`src/design/ppmdd_pkg.sv`:
```
// Package for the PPM frame decoder and servo demultiplexer.
// Holds the beat structs, request and register codes and default constants.
// Depends on nothing.
package ppmdd_pkg;

    // Request codes carried in req_type and mirrored in result_kind.
    localparam logic [1:0] REQ_CAPTURE = 2'd0;
    localparam logic [1:0] REQ_TICK    = 2'd1;
    localparam logic [1:0] REQ_QUERY   = 2'd2;

    // Configuration register indexes.
    localparam logic [1:0] CFG_SYNC_THRESHOLD    = 2'd0;
    localparam logic [1:0] CFG_TIMEOUT_OVERFLOWS = 2'd1;
    localparam logic [1:0] CFG_ACTIVE_CHANNELS   = 2'd2;

    // Reset values of the configuration registers.
    localparam logic [31:0] SYNC_THRESHOLD_RST    = 32'd24000;
    localparam logic [7:0]  TIMEOUT_OVERFLOWS_RST = 8'd4;
    localparam logic [3:0]  ACTIVE_CHANNELS_RST   = 4'd6;

    // Default number of stored channel widths.
    localparam int NUM_CHANNELS_DEF = 8;

    // Width of the configuration write data and of the register index.
    localparam int CFG_DATA_W = 32;
    localparam int CFG_ADDR_W = 2;

    // One input beat.
    typedef struct packed {
        logic [1:0]  req_type;
        logic [15:0] capture_time;
        logic [7:0]  query_channel;
    } ppmdd_in_t;

    // One result beat.
    typedef struct packed {
        logic [1:0]  result_kind;
        logic [7:0]  pin_mask;
        logic        outputs_enabled;
        logic [15:0] reply_width;
        logic        reply_in_range;
    } ppmdd_out_t;

endpackage

```
`src/design/ppm_frame_decoder_demux.sv`:
```
// Top level of the PPM frame decoder and servo demultiplexer.
// Uses ppmdd_pkg for the beat structs, codes and defaults.
// Single module: state update and result register.

// The block takes one beat per clock and returns its result (if any) in the
// output register in the cycle after acceptance. s_ready is high whenever the
// output register is empty or is being emptied in the same cycle, so the
// sustained rate is one beat per clock for as long as m_ready stays high;
// the output register is the only thing that can hold the input back.
// Edge captures and overflow ticks always give a result; a width query on
// channel 0 and the unused request code give none. The width store is reset
// to zero by reset itself, so no clearing pass follows reset. Configuration
// writes take effect at the next clock edge and should only be made while
// the block is idle.
module ppm_frame_decoder_demux #(
    parameter int NUM_CHANNELS = ppmdd_pkg::NUM_CHANNELS_DEF
) (
    input  logic                             aclk,
    input  logic                             aresetn,
    // Configuration write port
    input  logic                             cfg_wr_en,
    input  logic [ppmdd_pkg::CFG_ADDR_W-1:0] cfg_addr,
    input  logic [ppmdd_pkg::CFG_DATA_W-1:0] cfg_wdata,
    // Input channel
    input  logic                             s_valid,
    output logic                             s_ready,
    input  ppmdd_pkg::ppmdd_in_t             s_data,
    // Result channel
    output logic                             m_valid,
    input  logic                             m_ready,
    output ppmdd_pkg::ppmdd_out_t            m_data
);
    import ppmdd_pkg::*;

    localparam int IDX_W = (NUM_CHANNELS > 1) ? $clog2(NUM_CHANNELS) : 1;

    // Configuration registers
    logic [31:0] sync_threshold_reg;
    logic [7:0]  timeout_overflows_reg;
    logic [3:0]  active_channels_reg;

    // Decoder state
    logic [15:0] overflow_count_reg, overflow_count_next;
    logic [15:0] last_capture_reg, last_capture_next;
    logic [3:0]  channel_index_reg, channel_index_next;
    logic [3:0]  pin_index_reg, pin_index_next;
    logic [7:0]  prepared_mask_reg, prepared_mask_next;
    logic        ready_flag_reg, ready_flag_next;
    logic [15:0] width_store_reg [NUM_CHANNELS];

    // Store write request
    logic             store_wr;
    logic [IDX_W-1:0] store_idx;

    // Output register
    logic       m_valid_reg, m_valid_next;
    ppmdd_out_t m_data_reg, m_data_next;

    // Working values
    logic        accept;
    logic [15:0] diff;
    logic [15:0] ovf_adj;
    logic [31:0] interval;
    logic [3:0]  pin_inc;
    logic [3:0]  ch_inc;
    logic [15:0] ovf_inc;
    logic [7:0]  q_idx;
    logic        q_in_range;

    // Handshakes: take a beat whenever the result register is free or draining.
    assign s_ready = !m_valid_reg || m_ready;
    assign accept  = s_valid && s_ready;
    assign m_valid = m_valid_reg;
    assign m_data  = m_data_reg;

    // Interval since the last capture; a wrap uses up one counted overflow.
    assign diff     = s_data.capture_time - last_capture_reg;
    assign ovf_adj  = (s_data.capture_time < last_capture_reg && overflow_count_reg != 16'd0)
                      ? overflow_count_reg - 16'd1 : overflow_count_reg;
    assign interval = {ovf_adj, diff};

    // Saturating increments.
    assign pin_inc = (pin_index_reg != 4'hF) ? pin_index_reg + 4'd1 : pin_index_reg;
    assign ch_inc  = (channel_index_reg != 4'hF) ? channel_index_reg + 4'd1
                     : channel_index_reg;
    assign ovf_inc = (overflow_count_reg != 16'hFFFF) ? overflow_count_reg + 16'd1
                     : overflow_count_reg;

    // Query index, 1-based on the wire.
    assign q_idx      = s_data.query_channel - 8'd1;
    assign q_in_range = {1'b0, q_idx} < 9'(NUM_CHANNELS);

    // Next state and result for the accepted beat.
    always_comb begin
        overflow_count_next = overflow_count_reg;
        last_capture_next   = last_capture_reg;
        channel_index_next  = channel_index_reg;
        pin_index_next      = pin_index_reg;
        prepared_mask_next  = prepared_mask_reg;
        ready_flag_next     = ready_flag_reg;
        store_wr            = 1'b0;
        store_idx           = channel_index_reg[IDX_W-1:0];
        m_valid_next        = m_valid_reg && !m_ready;
        m_data_next         = m_data_reg;

        if (accept) begin
            case (s_data.req_type)
                REQ_CAPTURE: begin
                    overflow_count_next = 16'd0;
                    last_capture_next   = s_data.capture_time;
                    pin_index_next      = pin_inc;
                    if (interval > sync_threshold_reg) begin
                        channel_index_next = 4'd0;
                    end else begin
                        store_wr           = {1'b0, channel_index_reg} < 5'(NUM_CHANNELS);
                        channel_index_next = ch_inc;
                        if (ch_inc >= active_channels_reg) begin
                            ready_flag_next = 1'b1;
                            pin_index_next  = 4'd0;
                        end
                    end
                    prepared_mask_next = pin_index_next[3] ? 8'd0
                                         : 8'd1 << pin_index_next[2:0];
                    m_valid_next                = 1'b1;
                    m_data_next.result_kind     = REQ_CAPTURE;
                    m_data_next.pin_mask        = prepared_mask_reg;
                    m_data_next.outputs_enabled = ready_flag_next;
                    m_data_next.reply_width     = 16'd0;
                    m_data_next.reply_in_range  = 1'b0;
                end
                REQ_TICK: begin
                    overflow_count_next = ovf_inc;
                    if (ovf_inc >= {8'd0, timeout_overflows_reg}) begin
                        ready_flag_next = 1'b0;
                    end
                    m_valid_next                = 1'b1;
                    m_data_next.result_kind     = REQ_TICK;
                    m_data_next.pin_mask        = 8'd0;
                    m_data_next.outputs_enabled = ready_flag_next;
                    m_data_next.reply_width     = 16'd0;
                    m_data_next.reply_in_range  = 1'b0;
                end
                REQ_QUERY: begin
                    if (s_data.query_channel != 8'd0) begin
                        m_valid_next                = 1'b1;
                        m_data_next.result_kind     = REQ_QUERY;
                        m_data_next.pin_mask        = 8'd0;
                        m_data_next.outputs_enabled = ready_flag_reg;
                        m_data_next.reply_width     = q_in_range
                                                      ? width_store_reg[q_idx[IDX_W-1:0]]
                                                      : 16'd0;
                        m_data_next.reply_in_range  = q_in_range;
                    end
                end
                default: begin
                    // The unused request code is dropped without a result.
                end
            endcase
        end
    end

    // Configuration, state and output registers.
    always_ff @(posedge aclk) begin
        if (!aresetn) begin
            sync_threshold_reg    <= SYNC_THRESHOLD_RST;
            timeout_overflows_reg <= TIMEOUT_OVERFLOWS_RST;
            active_channels_reg   <= ACTIVE_CHANNELS_RST;
            overflow_count_reg    <= 16'd0;
            last_capture_reg      <= 16'd0;
            channel_index_reg     <= 4'd0;
            pin_index_reg         <= 4'd0;
            prepared_mask_reg     <= 8'd0;
            ready_flag_reg        <= 1'b0;
            for (int i = 0; i < NUM_CHANNELS; i++) begin
                width_store_reg[i] <= 16'd0;
            end
            m_valid_reg           <= 1'b0;
        end else begin
            if (cfg_wr_en) begin
                case (cfg_addr)
                    CFG_SYNC_THRESHOLD:    sync_threshold_reg    <= cfg_wdata;
                    CFG_TIMEOUT_OVERFLOWS: timeout_overflows_reg <= cfg_wdata[7:0];
                    CFG_ACTIVE_CHANNELS:   active_channels_reg   <= cfg_wdata[3:0];
                    default: begin
                        // Writes beyond the register list are ignored.
                    end
                endcase
            end
            overflow_count_reg <= overflow_count_next;
            last_capture_reg   <= last_capture_next;
            channel_index_reg  <= channel_index_next;
            pin_index_reg      <= pin_index_next;
            prepared_mask_reg  <= prepared_mask_next;
            ready_flag_reg     <= ready_flag_next;
            if (store_wr) begin
                width_store_reg[store_idx] <= diff;
            end
            m_valid_reg        <= m_valid_next;
        end
    end

    // Result payload needs no reset.
    always_ff @(posedge aclk) begin
        m_data_reg <= m_data_next;
    end

endmodule

```
`config.mk`:
```
export PLATFORM = sky130hd
export DESIGN_NAME = ppm_frame_decoder_demux
export DESIGN_NICKNAME = d
export VERILOG_FILES = /design/src/design/ppmdd_pkg.sv /design/src/design/ppm_frame_decoder_demux.sv
export SDC_FILE = /design/constraint.sdc
export NUM_CORES = 1
export LEC_CHECK = 0
export ABC_AREA = 1
export BUFFER_PORTS_ARGS = -buffer_cell sky130_fd_sc_hd__buf_2
export CORE_MARGIN = 4
export CORE_UTILIZATION = 45
export DETAILED_ROUTE_END_ITERATION = 10
export HOLD_SLACK_MARGIN = 0.02
export MAX_ROUTING_LAYER = met4
export PLACE_DENSITY_LB_ADDON = 0.2
export SYNTH_ARGS = -nofsm -noshare
export SYNTH_HDL_FRONTEND = slang
export SYNTH_SLANG_ARGS = --single-unit
```
`constraint.sdc`:
```
create_clock -name aclk -period 5.47 [get_ports aclk]
set_input_delay 0.8205 -clock aclk [delete_from_list [all_inputs] [get_ports aclk]]
set_output_delay 0.8205 -clock aclk [all_outputs]
set_load 0.01 [all_outputs]
```
==> impl.org, run 1 <==
** Critical path
- Setup CP Type :: in2reg
- Cell with the most instances on the worst path :: sky130_fd_sc_hd__nand2_1
- Critical Path Fanout Max :: 17
- Largest delay contributor family on the critical path :: simple AND/OR/NAND/NOR gates
- Data arrival time of the critical path :: 4.98 ns
- The slowest stage of the critical path is the sky130_fd_sc_hd__fa_1 cell.
- Critical path startpoint category :: input port
- CP bufs+invs :: 5
- At the worst endpoint, the required time is 5.69 ns.
- The setup check on the worst reg-to-reg path leaves a slack of 0.83 ns.
- The worst setup path is captured at a flip-flop.
- For this run, the slowest stage of the critical path takes 0.41 ns.

** Clock tree
- CTS built an H-tree with a depth of 1.
- CTS max path bufs :: 3
- Total clock buffers created by CTS :: 28
- Once the clock tree was built, the resizer swapped 0 gates to a different size.
- Reg clk slew, reported paths :: 0.06 ns
- Total of hold buffers inserted after clock tree synthesis :: 0
- Clock latency on the worst-skew pair, taken at its later pin, is 0.56 ns.
- Counting every sink on the clock net gives 250.
- The number of setup buffers added after CTS is 0.
- TritonCTS clock tree :: done
- Root buffer selected by CTS :: sky130_fd_sc_hd__clkbuf_16

** Drt
- Post-DRT Antenna Nets :: 0
- In the final routed layout, each cell accounts on average for 16.3 um.
- Average via count per standard cell :: 5.18
- Detailed-route wire length on metal 1 :: 13900 um
- Routed length on met3 :: 1610 um
- The final layout contains routed wiring with a total length of 33000 um.
- After the first detailed-routing iteration, the DRC count stood at 643.
- Top Layer Used :: met4
- Before antenna repair, the detailed router went through 5 iterations.
- Vias post-DR :: 10500
- Met2 Routed Length :: 16300 um
- DRC Markers :: 0

** Pwr
- Clock network fraction of total power :: 0.407
- Sw Ratio :: 0.267
- The design draws 4.66 mW.
- Power density normalized to cell area :: 313 nW/um^2
- The analysis attributes to net switching a power of 1.25 mW.
- IR analysis of the VDD net gives a maximum drop of 0.000264 V.
- Flop pwr share :: 0.450
- Internal :: 3.42 mW
- Leak Pwr :: 6.53 nW
- Comb pwr share :: 0.143

** Floorplan
- Row generation in the floorplan step produced 62 rows.
- For this configuration, the core starts out at a cell density of 0.457.
- In this run the vertical extent of the chip is 179 um.
- The die covers 32000 sq um.
- Total I/O pin count :: 95
- Die width :: 179 um
- Core region area :: 28700 sq um

** Timing
- For the final database, setup skew stands at 0.0266 ns.
- The total count of max-transition violations in the final report was 0.
- Final hold slack :: 0.456 ns
- Derived from the worst setup path, the maximum achievable clock frequency is 0.210 GHz.
- Setup repair after global routing left no endpoint under its margin.
- In this run the tightest slew margin relative to its limit is 0.229.
- Setup_tns :: 0 ns
- The worst path meets setup with 0.716 ns of slack.
- At the pin with the least slew margin, the transition time is 1.16 ns.
- Of the available clock period, the critical path in the final layout requires 0.869.
- The count of endpoints failing hold in the final timing report came to 0.
- The clock period could shrink to 4.75 ns.
- Final number of setup-violating endpoints :: 0

** Synth
- For this run, asynchronously set or reset flops after synthesis account for 0.
- Avg Inst Size Synth :: 8.53 sq um
- Synth unique cells :: 46
- Post-synth design cell area :: 13100 sq um
- EDFF count, synth :: 156
- Warnings from Yosys :: 0
- Most common flop cell mapped by yosys :: sky130_fd_sc_hd__edfxtp_1
- Net count of the mapped netlist :: 1674
- Seq/Total Area, Yosys :: 0.500
- In this run, synthesis produced a sequential element count of 250.
- Synthesis handed over a netlist of 1538 instances.

** Layout
- The number of antenna diodes in the final layout is 0.
- Filler cells :: 2736
- Of the cells placed in the final design, the portion with a size suffix greater than 1 is 0.119.
- Number of flip-flops under the largest register name :: 128
- Layout area overhead :: 13.7%
- Total number of nets in the final design :: 1755

** Placed design
- At the end of routability-driven placement, the weighted congestion stood at 0.921.
- In this run the tool buffered the top-level ports with 94 buffer cells.
- Timing analysis after detailed placement gives a worst setup slack of 0.145 ns.
- The wire-length estimate of the detail-placed layout is 23600 um.

** GRT
- Total routing usage reported by global routing :: 0.211
- Entering global routing, the biggest net connects 65 pins.
- Vias in the first global route :: 10000
- Antenna violations before repair :: 0
- Aggregate global routing overflow :: 0
- First-pass GRT wire length :: 52000 um

** Run
- Maximum capacitance violations :: 0

** Outcome
- Run status :: finished clean

** Worst hold path
- The tightest min-delay check is of the reg2reg type.
-- power by group through the flow --
stage,clock (mW),combinational (mW),sequential [mW]
2_1_floorplan,0,0.416,2.14
3_3_place_gp,0,0.661,2.13
3_5_place_dp,0,0.669,2.14
4_1_cts,1.93,0.672,2.10
5_1_grt,2.02,0.750,2.10
6_report,1.90,0.667,2.10
-- Yosys cell counts, drive strengths merged (18+ instances only) --
| cell type | instances | share of area |
|---|---|---|
| a21oi | 141 | 0.054 |
| buf | 20 | 0.010 |
| clkbuf | 50 | 0.014 |
| dfxtp | 94 | 0.14 |
| edfxtp | 156 | 0.36 |
| ha | 70 | 0.067 |
| inv | 189 | 0.054 |
| nand2 | 328 | 0.097 |
| nand3 | 27 | 0.012 |
| nand4 | 18 | 0.0086 |
| nor2 | 221 | 0.066 |
| nor3 | 22 | 0.0092 |
| o21ai | 86 | 0.033 |
| xor2 | 36 | 0.024 |
-- cells by family (layout without fill, tap and decap cells) --
kind of cell,after synthesis,after routing,share of synthesized area
adders and majority gates,71,71,0.0683
AOI/OAI and AO/OA,287,287,0.126
DFF,250,250,0.500
buffers and inverters,260,363,0.0788
xor gates and xnor gates,44,44,0.0294
and+or+nand+nor,626,626,0.197
-- cell usage in the layout, fill, tap and decap left out, drive strengths merged, types with 7 or more instances in the layout --
cell    instances
xnor2           8
a21oi         141
nand2         328
nor2          221
nand4          18
dfxtp          94
nand3          27
o211ai         13
ha             70
a32oi          16
buf           121
a32o           16
inv           190
nor3           22
edfxtp        156
xor2           36
clkbuf         38
clkinv          7
o21ai          86
-- final timing paths --
path                                                        from                             endpoint  depth (start not counted)
worst max-delay path                                   s_data[8]  width_store_reg[0][6]$_SDFFCE_PN0P_                         28
worst min-delay path            last_capture_reg[5]$_SDFFE_PN0P_     last_capture_reg[5]$_SDFFE_PN0P_                          2
worst max register to register  last_capture_reg[0]$_SDFFE_PN0P_  width_store_reg[0][6]$_SDFFCE_PN0P_                         26
worst min register to register  last_capture_reg[5]$_SDFFE_PN0P_     last_capture_reg[5]$_SDFFE_PN0P_                          2
-- worst min-delay path: cells and delay by family, from the launching register on --
| family | cells | cell delay (ns) |
|---|---|---|
| compound gates | 1 | 0.05 |
| flops | 1 | 0.30 |
| buf+inv | 1 | 0.06 |
-- through the flow --
stage          utilization  area, sq um  cells
6_report             0.520        14900   2025
5_1_grt              0.520        14900   2025
4_1_cts              0.520        14900   2025
3_5_place_dp         0.487        14000   1973
3_3_place_gp         0.487        14000   1973
2_1_floorplan            -        13100   1538
-- cell type report --
class,instances,area [sq um],area share
Clock buffer,38,777,0.0521
Sequential cell,250,6570,0.440
Tap cell,384,480,0.0322
Inverter,190,713,0.0478
Multi-Input combinational cell,1028,5540,0.371
Clock inverter,14,166,0.0112
Timing Repair Buffer,121,673,0.0451
-- metal layers --
layer / GRT usage / up-vias
met5: - / -
met4: 0.0752 / 0
met3: 0.0270 / 74
met2: 0.358 / 224
met1: 0.261 / 4933
li1: - / 5256
Power figures use the tool's default switching activity.
==> run 2, diff against run 1 <==
--- a/config.mk
+++ b/config.mk
@@ -10,9 +10,10 @@
 export CORE_MARGIN = 4
 export CORE_UTILIZATION = 45
 export DETAILED_ROUTE_END_ITERATION = 10
+export GPL_ROUTABILITY_DRIVEN = 0
 export HOLD_SLACK_MARGIN = 0.02
 export MAX_ROUTING_LAYER = met4
-export PLACE_DENSITY_LB_ADDON = 0.2
+export PLACE_DENSITY = 0.7
 export SYNTH_ARGS = -nofsm -noshare
 export SYNTH_HDL_FRONTEND = slang
 export SYNTH_SLANG_ARGS = --single-unit
==> impl.org, run 2 (same netlist as run 1, synthesis figures left out) <==
** Outcome
- Run status :: finished clean

** Drt
- Final routed wirelength across all metal layers :: 31500 um (-4.5%)
- The number of iterations in the first detailed-routing pass is 5 (unchanged).
- The number of vias per cell is 5.29 (+2.1%).
- The DRC violation total after the first TritonRoute iteration came to 613 (-4.7%).
- The total via count in the routed design came to 10700 (+2.0%).
- The final routed DRC violation total was 0 (unchanged).
- The post-detailed-route count of antenna-violating nets was 0 (unchanged).
- The average routed wire per standard cell was 15.6 um (-4.4%).

** Floorplan
- The initial core utilization is 0.457 (unchanged).
- The die outline width was 179 um (unchanged).
- Total I/O pin count :: 95 (unchanged)
- The floorplan die area was 32000 sq um (unchanged).
- Die H :: 179 um (unchanged)
- The area of the core region was 28700 sq um (unchanged).
- FP Rows :: 62 (unchanged)

** Run
- Maximum capacitance violations :: 0 (unchanged)

** Timing
- The share of the cycle needed by the critical path after routing was 0.834 (-0.0350).
- Setup_tns :: 0 ns (unchanged)
- Number of endpoints with negative hold slack in the final report :: 0 (unchanged)
- Slew at the pin closest to its max-slew limit :: 1.12 ns (-0.0326 ns)
- The fmax was 0.219 GHz (+4.2%).
- Final number of setup-violating endpoints :: 0 (unchanged)
- The final critical path time including I/O delays and setup is 4.56 ns (-0.192 ns).
- Setup repair after global routing left no endpoint under its margin.
- Worst slew margin relative to its limit :: 0.251 (+0.0218)
- Number of pins with negative max-slew slack in the final report :: 0 (unchanged)
- Worst clock skew :: 0.0184 ns (-0.00819 ns)

** Pwr
- Leak Pwr :: 6.49 nW (-0.65%)
- The worst vdd rail ir drop came to 0.000222 V (-16%).
- The switching share of power is 0.267 (-0.000454).
- The switching power total came to 1.20 mW (-3.8%).
- The share of total power in the clock network came to 0.388 (-0.019).
- The combinational cell fraction of total power is 0.145 (+0.002).
- The internal power was 3.30 mW (-3.6%).
- The sequential share of power came to 0.467 (+0.017).
- Power density normalized to cell area :: 303 nW/um^2 (-3.1%)

** Placed design
- Number of cells in the design after placement :: 1974 (+0.051%)
- The number of input and output port buffers inserted came to 94 (unchanged).
- The detailed placement HPWL is 23100 um (-2.0%).

** Layout
- The library cells used most frequently in the layout, excluding fill and tap cells, are sky130_fd_sc_hd__nand2_1, sky130_fd_sc_hd__nor2_1, sky130_fd_sc_hd__inv_1.
- The number of flip-flops under the largest register name came to 128 (unchanged).
- The number of diodes added for antenna fixing is 0 (unchanged).
- Post-route non-filler standard cell count :: 2024 (-0.049%)
- Leaving out fill and tap cells, the most frequent cell in the layout is sky130_fd_sc_hd__nand2_1.
- Total number of nets in the final design :: 1755 (unchanged)
- Layout area overhead :: 13.0%
- Ratio of cells with drive above 1 in the final layout :: 0.113 (-0.00603)

** Critical path
- Critical path origin :: s_data[8]
- STA classifies the critical path endpoint as a flip-flop.
- Reg-to-reg critical path startpoint :: last_capture_reg[11]$_SDFFE_PN0P_
- The most critical setup path has its endpoint at width_store_reg[1][12]$_SDFFCE_PN0P_.
- Setup slack, reg-to-reg :: 1.03 ns (+0.20 ns)
- CP Data Required Time :: 5.69 ns (about the same)
- The delay of the slowest cell on the worst path is 0.40 ns (about the same).
- Setup CP Type :: in2reg
- STA classifies the critical path startpoint as an input port.
- CP bufs+invs :: 5 (unchanged)
- The signal arrival time at the worst endpoint came to 4.78 ns (-0.20 ns).
- Largest delay contributor family on the critical path :: simple AND/OR/NAND/NOR gates
- The endpoint identified for the worst register-to-register timing path is width_store_reg[1][12]$_SDFFCE_PN0P_.
- The number of cells on the worst reg-to-reg path is 24 (-7.7%).
- Critical-path cell with the highest stage delay :: sky130_fd_sc_hd__fa_1
- Critical Path Fanout Max :: 16 (-1)
- Among the stages of the critical path, the cell type that occurs most often is sky130_fd_sc_hd__nand2_1.
- Crit path depth :: 28 (unchanged)

** GRT
- The aggregate global routing overflow came to 0 (unchanged).
- The via count of the first global-routing pass came to 10300 (+2.1%).
- Total routing usage reported by global routing :: 0.200 (-0.0104)
- Antenna violations before repair :: 0 (unchanged)
- Pin count of the biggest net entering global routing :: 65 (unchanged)
- First-pass GRT wire length :: 50600 um (-2.6%)

** Clock tree
- The tree is rooted in a sky130_fd_sc_hd__clkbuf_16.
- Total clock buffers created by CTS :: 27 (-3.6%)
- The level count of the clock H-tree is 1 (unchanged).
- Total of hold buffers inserted after clock tree synthesis :: 0 (unchanged)
- TritonCTS clock tree :: done
- The number of setup buffers added after CTS is 0 (unchanged).
- The clock transition at the registers of the reported paths is 0.06 ns (about the same).
- CTS-repair resized insts :: 0 (unchanged)
- The maximum root-to-sink buffer count is 3 (unchanged).
- Clock latency on the worst-skew pair :: 0.54 ns (-0.02 ns)
- The clock sink count came to 250 (unchanged).

** Worst hold path
- The path class of the tightest hold or removal check is reg2reg.
[run 2: cell types whose count changed in the layout (fill, tap and decap cells not counted)]
cell | previous run | this run
sky130_fd_sc_hd__buf_4 | 27 | 28
sky130_fd_sc_hd__clkbuf_8 | 1 | 4
sky130_fd_sc_hd__bufinv_16 | 3 | 1
sky130_fd_sc_hd__inv_4 | 1 | 0
sky130_fd_sc_hd__inv_16 | 0 | 1
sky130_fd_sc_hd__clkbuf_2 | 3 | 0
sky130_fd_sc_hd__clkbuf_4 | 1 | 0
sky130_fd_sc_hd__clkinv_1 | 2 | 4
sky130_fd_sc_hd__clkinv_2 | 4 | 2
sky130_fd_sc_hd__clkbuf_1 | 4 | 11
sky130_fd_sc_hd__clkinv_8 | 1 | 0
sky130_fd_sc_hd__clkbuf_16 | 29 | 27
sky130_fd_sc_hd__clkinvlp_4 | 4 | 1
[run 2: worst register-to-register path, delay by kind of cell (launching register included)]
family	cells	cell delay, ns
AOI/OAI and AO/OA	3	0.79
xor gates and xnor gates	1	0.14
and+or+nand+nor	14	1.85
DFF	1	0.31
buffers and inverters	4	0.41
adders and majority gates	2	0.64
[run 2: per-stage QoR]
stage | util | instance area [sq um] | power (mW) | hold slack (ns) | setup WS (ns)
global placement | 0.487 | 14000 | 2.77 | 0.445 | 0.413
finish | 0.517 | 14800 | 4.49 | 0.460 | 0.908
floorplan | - | 13100 | 2.55 | 0.433 | 0.554
CTS | 0.517 | 14800 | 4.53 | 0.464 | 0.884
global route | 0.517 | 14800 | 4.70 | 0.479 | 0.550
detailed placement | 0.487 | 14000 | 2.79 | 0.455 | 0.327
[run 2: worst min path at each step]
stage	from	end	slack, ns	cells after the start
floorplan	last_capture_reg[10]$_SDFFE_PN0P_	last_capture_reg[10]$_SDFFE_PN0P_	0.43	2
global placement	last_capture_reg[2]$_SDFFE_PN0P_	last_capture_reg[2]$_SDFFE_PN0P_	0.44	2
detailed placement	last_capture_reg[5]$_SDFFE_PN0P_	last_capture_reg[5]$_SDFFE_PN0P_	0.45	2
CTS	last_capture_reg[5]$_SDFFE_PN0P_	last_capture_reg[5]$_SDFFE_PN0P_	0.46	2
global route	last_capture_reg[15]$_SDFFE_PN0P_	last_capture_reg[15]$_SDFFE_PN0P_	0.48	2
finish	last_capture_reg[9]$_SDFFE_PN0P_	last_capture_reg[9]$_SDFFE_PN0P_	0.46	2
[run 2: cell type report]
| cell class | instances | area (sq um) |
|---|---|---|
| fillers | 2620 | 13900 |
| flip-flops and latches | 250 | 6570 |
| multi-input cells | 1028 | 5540 |
| clock buffers | 42 | 772 |
| inverters | 190 | 713 |
| repair buffers | 122 | 681 |
| well taps | 384 | 480 |
| clock inverters | 8 | 78.8 |
[run 2: metal layers]
layer  part of all wire  track usage  vias up
li1                   -            -     5265
met1               0.41        0.241     5024
met2               0.50        0.350      317
met3              0.051       0.0261       94
met4              0.034       0.0656        0
met5                  0            -        -
[run 2: power by group through the flow]
stage | Clock (mW) | Combinational (mW) | Sequential (mW)
floorplan | 0 | 0.416 | 2.14
global placement | 0 | 0.637 | 2.14
detailed placement | 0 | 0.651 | 2.14
CTS | 1.77 | 0.655 | 2.10
global route | 1.86 | 0.729 | 2.10
finish | 1.74 | 0.652 | 2.10
==> run 3, diff against run 2 <==
--- a/config.mk
+++ b/config.mk
@@ -5,7 +5,7 @@
 export SDC_FILE = /design/constraint.sdc
 export NUM_CORES = 1
 export LEC_CHECK = 0
-export ABC_AREA = 1
+export ABC_AREA = 0
 export BUFFER_PORTS_ARGS = -buffer_cell sky130_fd_sc_hd__buf_2
 export CORE_MARGIN = 4
 export CORE_UTILIZATION = 45
==> constraint.sdc (replaced) <==
create_clock -name aclk -period 4.2 [get_ports aclk]
set_input_delay 0.63 -clock aclk [delete_from_list [all_inputs] [get_ports aclk]]
set_output_delay 0.63 -clock aclk [all_outputs]
set_load 0.01 [all_outputs]
==> impl.org, run 3 <==
** Placed design
- Detail Placement HPWL :: 23100 um (-0.16%)
- The setup slack at placement is -0.808 ns (-1.14 ns).
- The placed cell count came to 1785 (-9.6%).
- Placed inst area :: 14800 sq um (+5.7%)
- The number of input and output port buffers inserted came to 94 (unchanged).

** Pwr
- Power density normalized to cell area :: 351 nW/um^2 (+16%)
- Leak Pwr :: 6.65 nW (+2.5%)
- The overall power is 6.02 mW (+34%).
- The worst vdd rail ir drop came to 0.000285 V (+28%).

** Clock tree
- TritonCTS built the clock tree.
- The cell sitting at the root of the clock tree is a sky130_fd_sc_hd__clkbuf_16.
- Number of H-tree levels :: 1 (unchanged)
- The number of buffers added by the clock tree synthesis step came to 27 (unchanged).
- Clock sink count :: 250 (unchanged)
- The clock transition at the registers of the reported paths is 0.06 ns (about the same).
- The clock latency of the later-clocked register in the worst-skew pair is 0.54 ns (about the same).
- CTS max path bufs :: 3 (unchanged)

** GRT
- The global-route wire length before repair was 53000 um (+4.8%).
- The aggregate global routing overflow came to 0 (unchanged).
- Pin count of the biggest net entering global routing :: 93 (+43%)
- Antenna violations before repair :: 2 (+2)
- Vias in the first global route :: 10100 (-1.2%)
- The combined global-route utilization of all metal layers was 0.215 (+0.0151).

** Layout
- The final layout net count is 1596 (-9.1%).
- The layout cell share with drive strength beyond 1 is 0.321 (+0.208).
- The top cell types in the final layout, fill and taps aside, are sky130_fd_sc_hd__nand2_1, sky130_fd_sc_hd__edfxtp_1, sky130_fd_sc_hd__buf_4.
- The area of all placed cells without fillers is 17200 sq um (+16%).
- The number of flip-flops under the largest register name was 128 (unchanged).
- The utilization after layout was 0.598 (+0.0808).
- Post-route non-filler standard cell count :: 1867 (-7.8%)
- Most common cell after layout, fill and taps aside :: sky130_fd_sc_hd__nand2_1
- Relative to the synthesized area, the layout overhead comes to 30.8%.

** Synth
- Synth area leader :: sky130_fd_sc_hd__edfxtp_1
- Synth unique cells :: 68 (+48%)
- Most common flop cell mapped by yosys :: sky130_fd_sc_hd__edfxtp_1
- Seq cells post-synth :: 250 (unchanged)
- Ranked by total cell area, the synthesized netlist is headed by sky130_fd_sc_hd__edfxtp_1, sky130_fd_sc_hd__dfxtp_1, sky130_fd_sc_hd__ha_1, sky130_fd_sc_hd__mux4_2, sky130_fd_sc_hd__nand2_1.
- The most common cell in the synthesized netlist is sky130_fd_sc_hd__nand2_1.
- The sequential element share of the synthesized area came to 0.501 (+0.000525).
- Post-synthesis instance total :: 1279 (-17%)
- The net count after synthesis was 1415 (-15%).
- The top-area cell type share of the netlist area was 0.357 (+0.000375).
- The number of enable flip-flop cells after synthesis came to 156 (unchanged).
- Avg Inst Size Synth :: 10.2 sq um (+20%)
- The share of flip-flops with an asynchronous set or reset is 0 (unchanged).
- Post-synth design cell area :: 13100 sq um (-0.10%)
- Leading cell types by count after synthesis :: sky130_fd_sc_hd__nand2_1, sky130_fd_sc_hd__nor2_1, sky130_fd_sc_hd__edfxtp_1, sky130_fd_sc_hd__dfxtp_1, sky130_fd_sc_hd__inv_1
- The count of warnings emitted by yosys came to 0 (unchanged).

** Floorplan
- The initial core utilization was 0.457 (-0.000480).
- The die outline width was 179 um (about the same).
- The area of the core region is 28700 sq um (unchanged).
- FP Rows :: 62 (unchanged)
- Die H :: 179 um (about the same)
- Total I/O pin count :: 95 (unchanged)
- The floorplan die area was 31900 sq um (-0.10%).

** Drt
- The final routed DRC violation total came to 0 (unchanged).
- Post-DRT Antenna Nets :: 0 (unchanged)
- Average via count per standard cell :: 5.52 (+4.5%)
- The routed wire length is 35500 um (+13%).
- Vias post-DR :: 10300 (-3.6%)
- The number of iterations in the first detailed-routing pass was 5 (unchanged).
- Count of routing violations after the opening detailed-route iteration :: 807 (+32%)
- WL/cell :: 19.0 um (+22%)

** Timing
- Unrepaired setup endpoints after global routing :: true
- Setup_tns :: -45.56 ns (-45.56 ns)
- Timing would allow up to 0.225 GHz.
- The final worst hold slack is 0.314 ns (-0.146 ns).
- Post-layout min period :: 4.43 ns
- The total count of max-transition violations in the final report was 0 (unchanged).
- The clock skew after layout came to 0.0161 ns (-0.00227 ns).
- Worst slew margin relative to its limit :: 0.399 (+0.148)
- The post-layout worst setup margin came to -0.235 ns (-1.14 ns).
- The transition time at the pin with the least slew margin came to 0.902 ns (-0.222 ns).
- The count of endpoints failing hold in the final timing report was 0 (unchanged).
- Final number of setup-violating endpoints :: 259 (+259)
- Post-route fraction of the period consumed by the critical path :: 1.06

** Critical path
- Critical path startpoint category :: flip-flop
- CP Data Required Time :: 4.44 ns (-1.25 ns)
- Setup slack, reg-to-reg :: -0.23 ns (-1.26 ns)
- STA classifies the critical path endpoint as a flip-flop.
- The number of cells on the worst reg-to-reg path is 21 (-13%).
- The largest fanout on the critical path was 8 (-8).
- Data arrival time of the critical path :: 4.67 ns (-0.11 ns)
- Reg-to-reg critical path startpoint :: last_capture_reg[7]$_SDFFE_PN0P_
- The setup path with the least slack is of type reg2reg.
- Critical register-to-register path endpoint :: width_store_reg[3][7]$_SDFFCE_PN0P_

** Run
- Maximum capacitance violations :: 0 (unchanged)

** Outcome
- Run status :: finished, violations left
- Violations in the final reports :: negative setup slack

** Worst hold path
- Startpoint of the worst hold path :: cfg_wdata[12]
- Number of cells on the worst hold path :: 3 (+1)
- Sink of the worst hold path :: sync_threshold_reg[12]$_SDFFE_PN1P_
- Classification of the worst-slack hold path :: in2reg
[run 3: cell types whose count changed after synthesis, moves of 32 or more]
cell,previous run,this run
sky130_fd_sc_hd__o21ai_0,84,37
sky130_fd_sc_hd__nor2_1,216,169
sky130_fd_sc_hd__nor2b_1,0,39
sky130_fd_sc_hd__inv_1,188,87
sky130_fd_sc_hd__mux4_2,0,32
sky130_fd_sc_hd__a21boi_0,3,48
sky130_fd_sc_hd__nand2_1,319,174
sky130_fd_sc_hd__a21oi_1,141,50
[run 3: cell families after synthesis]
kind of cell             share of synthesized area
adder cells (fa/ha/maj)                     0.0683
XOR/XNOR                                    0.0261
AO/OA/AOI/OAI                                0.101
buffers and inverters                       0.0548
AND/OR/NAND/NOR                              0.181
flip-flops                                   0.501
multiplexers                                0.0676
[run 3: how the worst max path moves through the flow]
stage	slack [ns]	to	from
floorplan	-0.49	width_store_reg[3][0]$_SDFFCE_PN0P_	s_data[8]
global placement	-0.68	width_store_reg[7][7]$_SDFFCE_PN0P_	s_data[8]
finish	-0.23	width_store_reg[3][7]$_SDFFCE_PN0P_	last_capture_reg[7]$_SDFFE_PN0P_
global route	-0.40	width_store_reg[3][6]$_SDFFCE_PN0P_	last_capture_reg[0]$_SDFFE_PN0P_
detailed placement	-0.81	width_store_reg[7][11]$_SDFFCE_PN0P_	s_data[8]
CTS	-0.12	width_store_reg[3][7]$_SDFFCE_PN0P_	last_capture_reg[0]$_SDFFE_PN0P_
[run 3: metal layers]
layer | wire (um) | vias to the layer above | track usage
met5 | 0 | - | -
met4 | 1650 | 0 | 0.0847
met3 | 2080 | 93 | 0.0358
met2 | 18000 | 325 | 0.367
met1 | 13800 | 5022 | 0.256
li1 | - | 4872 | -
[run 3: repair_timing]
action                                  in CTS  in global routing
endpoints found under the setup margin     274                274
buffers inserted                             9                  7
resized for setup                           95                187
hold buffers                                 0                  0
cloned                                      10                  5
pin swaps                                   35                 23
[run 3: area by class of cell]
class / count / area [sq um]
multi-input cells: 877 / 7230
fillers: 2312 / 11600
flip-flops and latches: 250 / 6570
repair buffers: 217 / 1680
inverters: 87 / 334
well taps: 384 / 480
diodes: 2 / 5.00
clock buffers: 44 / 802
clock inverters: 6 / 46.3
[run 3: critical path: stages, from the launching register on]
cell and delay (ns):
sky130_fd_sc_hd__dfxtp_1 0.33, sky130_fd_sc_hd__inv_1 0.05, sky130_fd_sc_hd__ha_1 0.29, sky130_fd_sc_hd__buf_4 0.16
sky130_fd_sc_hd__and3_1 0.18, sky130_fd_sc_hd__buf_4 0.17, sky130_fd_sc_hd__a221oi_4 0.31, sky130_fd_sc_hd__inv_2 0.08
sky130_fd_sc_hd__a41o_1 0.25, sky130_fd_sc_hd__xnor2_2 0.15, sky130_fd_sc_hd__buf_4 0.15, sky130_fd_sc_hd__inv_1 0.05
sky130_fd_sc_hd__ha_1 0.30, sky130_fd_sc_hd__nand3_1 0.07, sky130_fd_sc_hd__nand2_1 0.05, sky130_fd_sc_hd__a21o_1 0.16
sky130_fd_sc_hd__o41a_1 0.43, sky130_fd_sc_hd__o21ai_2 0.22, sky130_fd_sc_hd__and2_4 0.25, sky130_fd_sc_hd__nand4b_1 0.15
sky130_fd_sc_hd__buf_6 0.20, sky130_fd_sc_hd__nand2_8 0.12
[run 3: power by group]
part	switching (mW)	internal, mW	total (mW)	leakage (nW)
Sequential	0.0325	2.69	2.72	2.36
Combinational	0.618	0.393	1.01	3.88
Clock	0.976	1.31	2.29	0.404
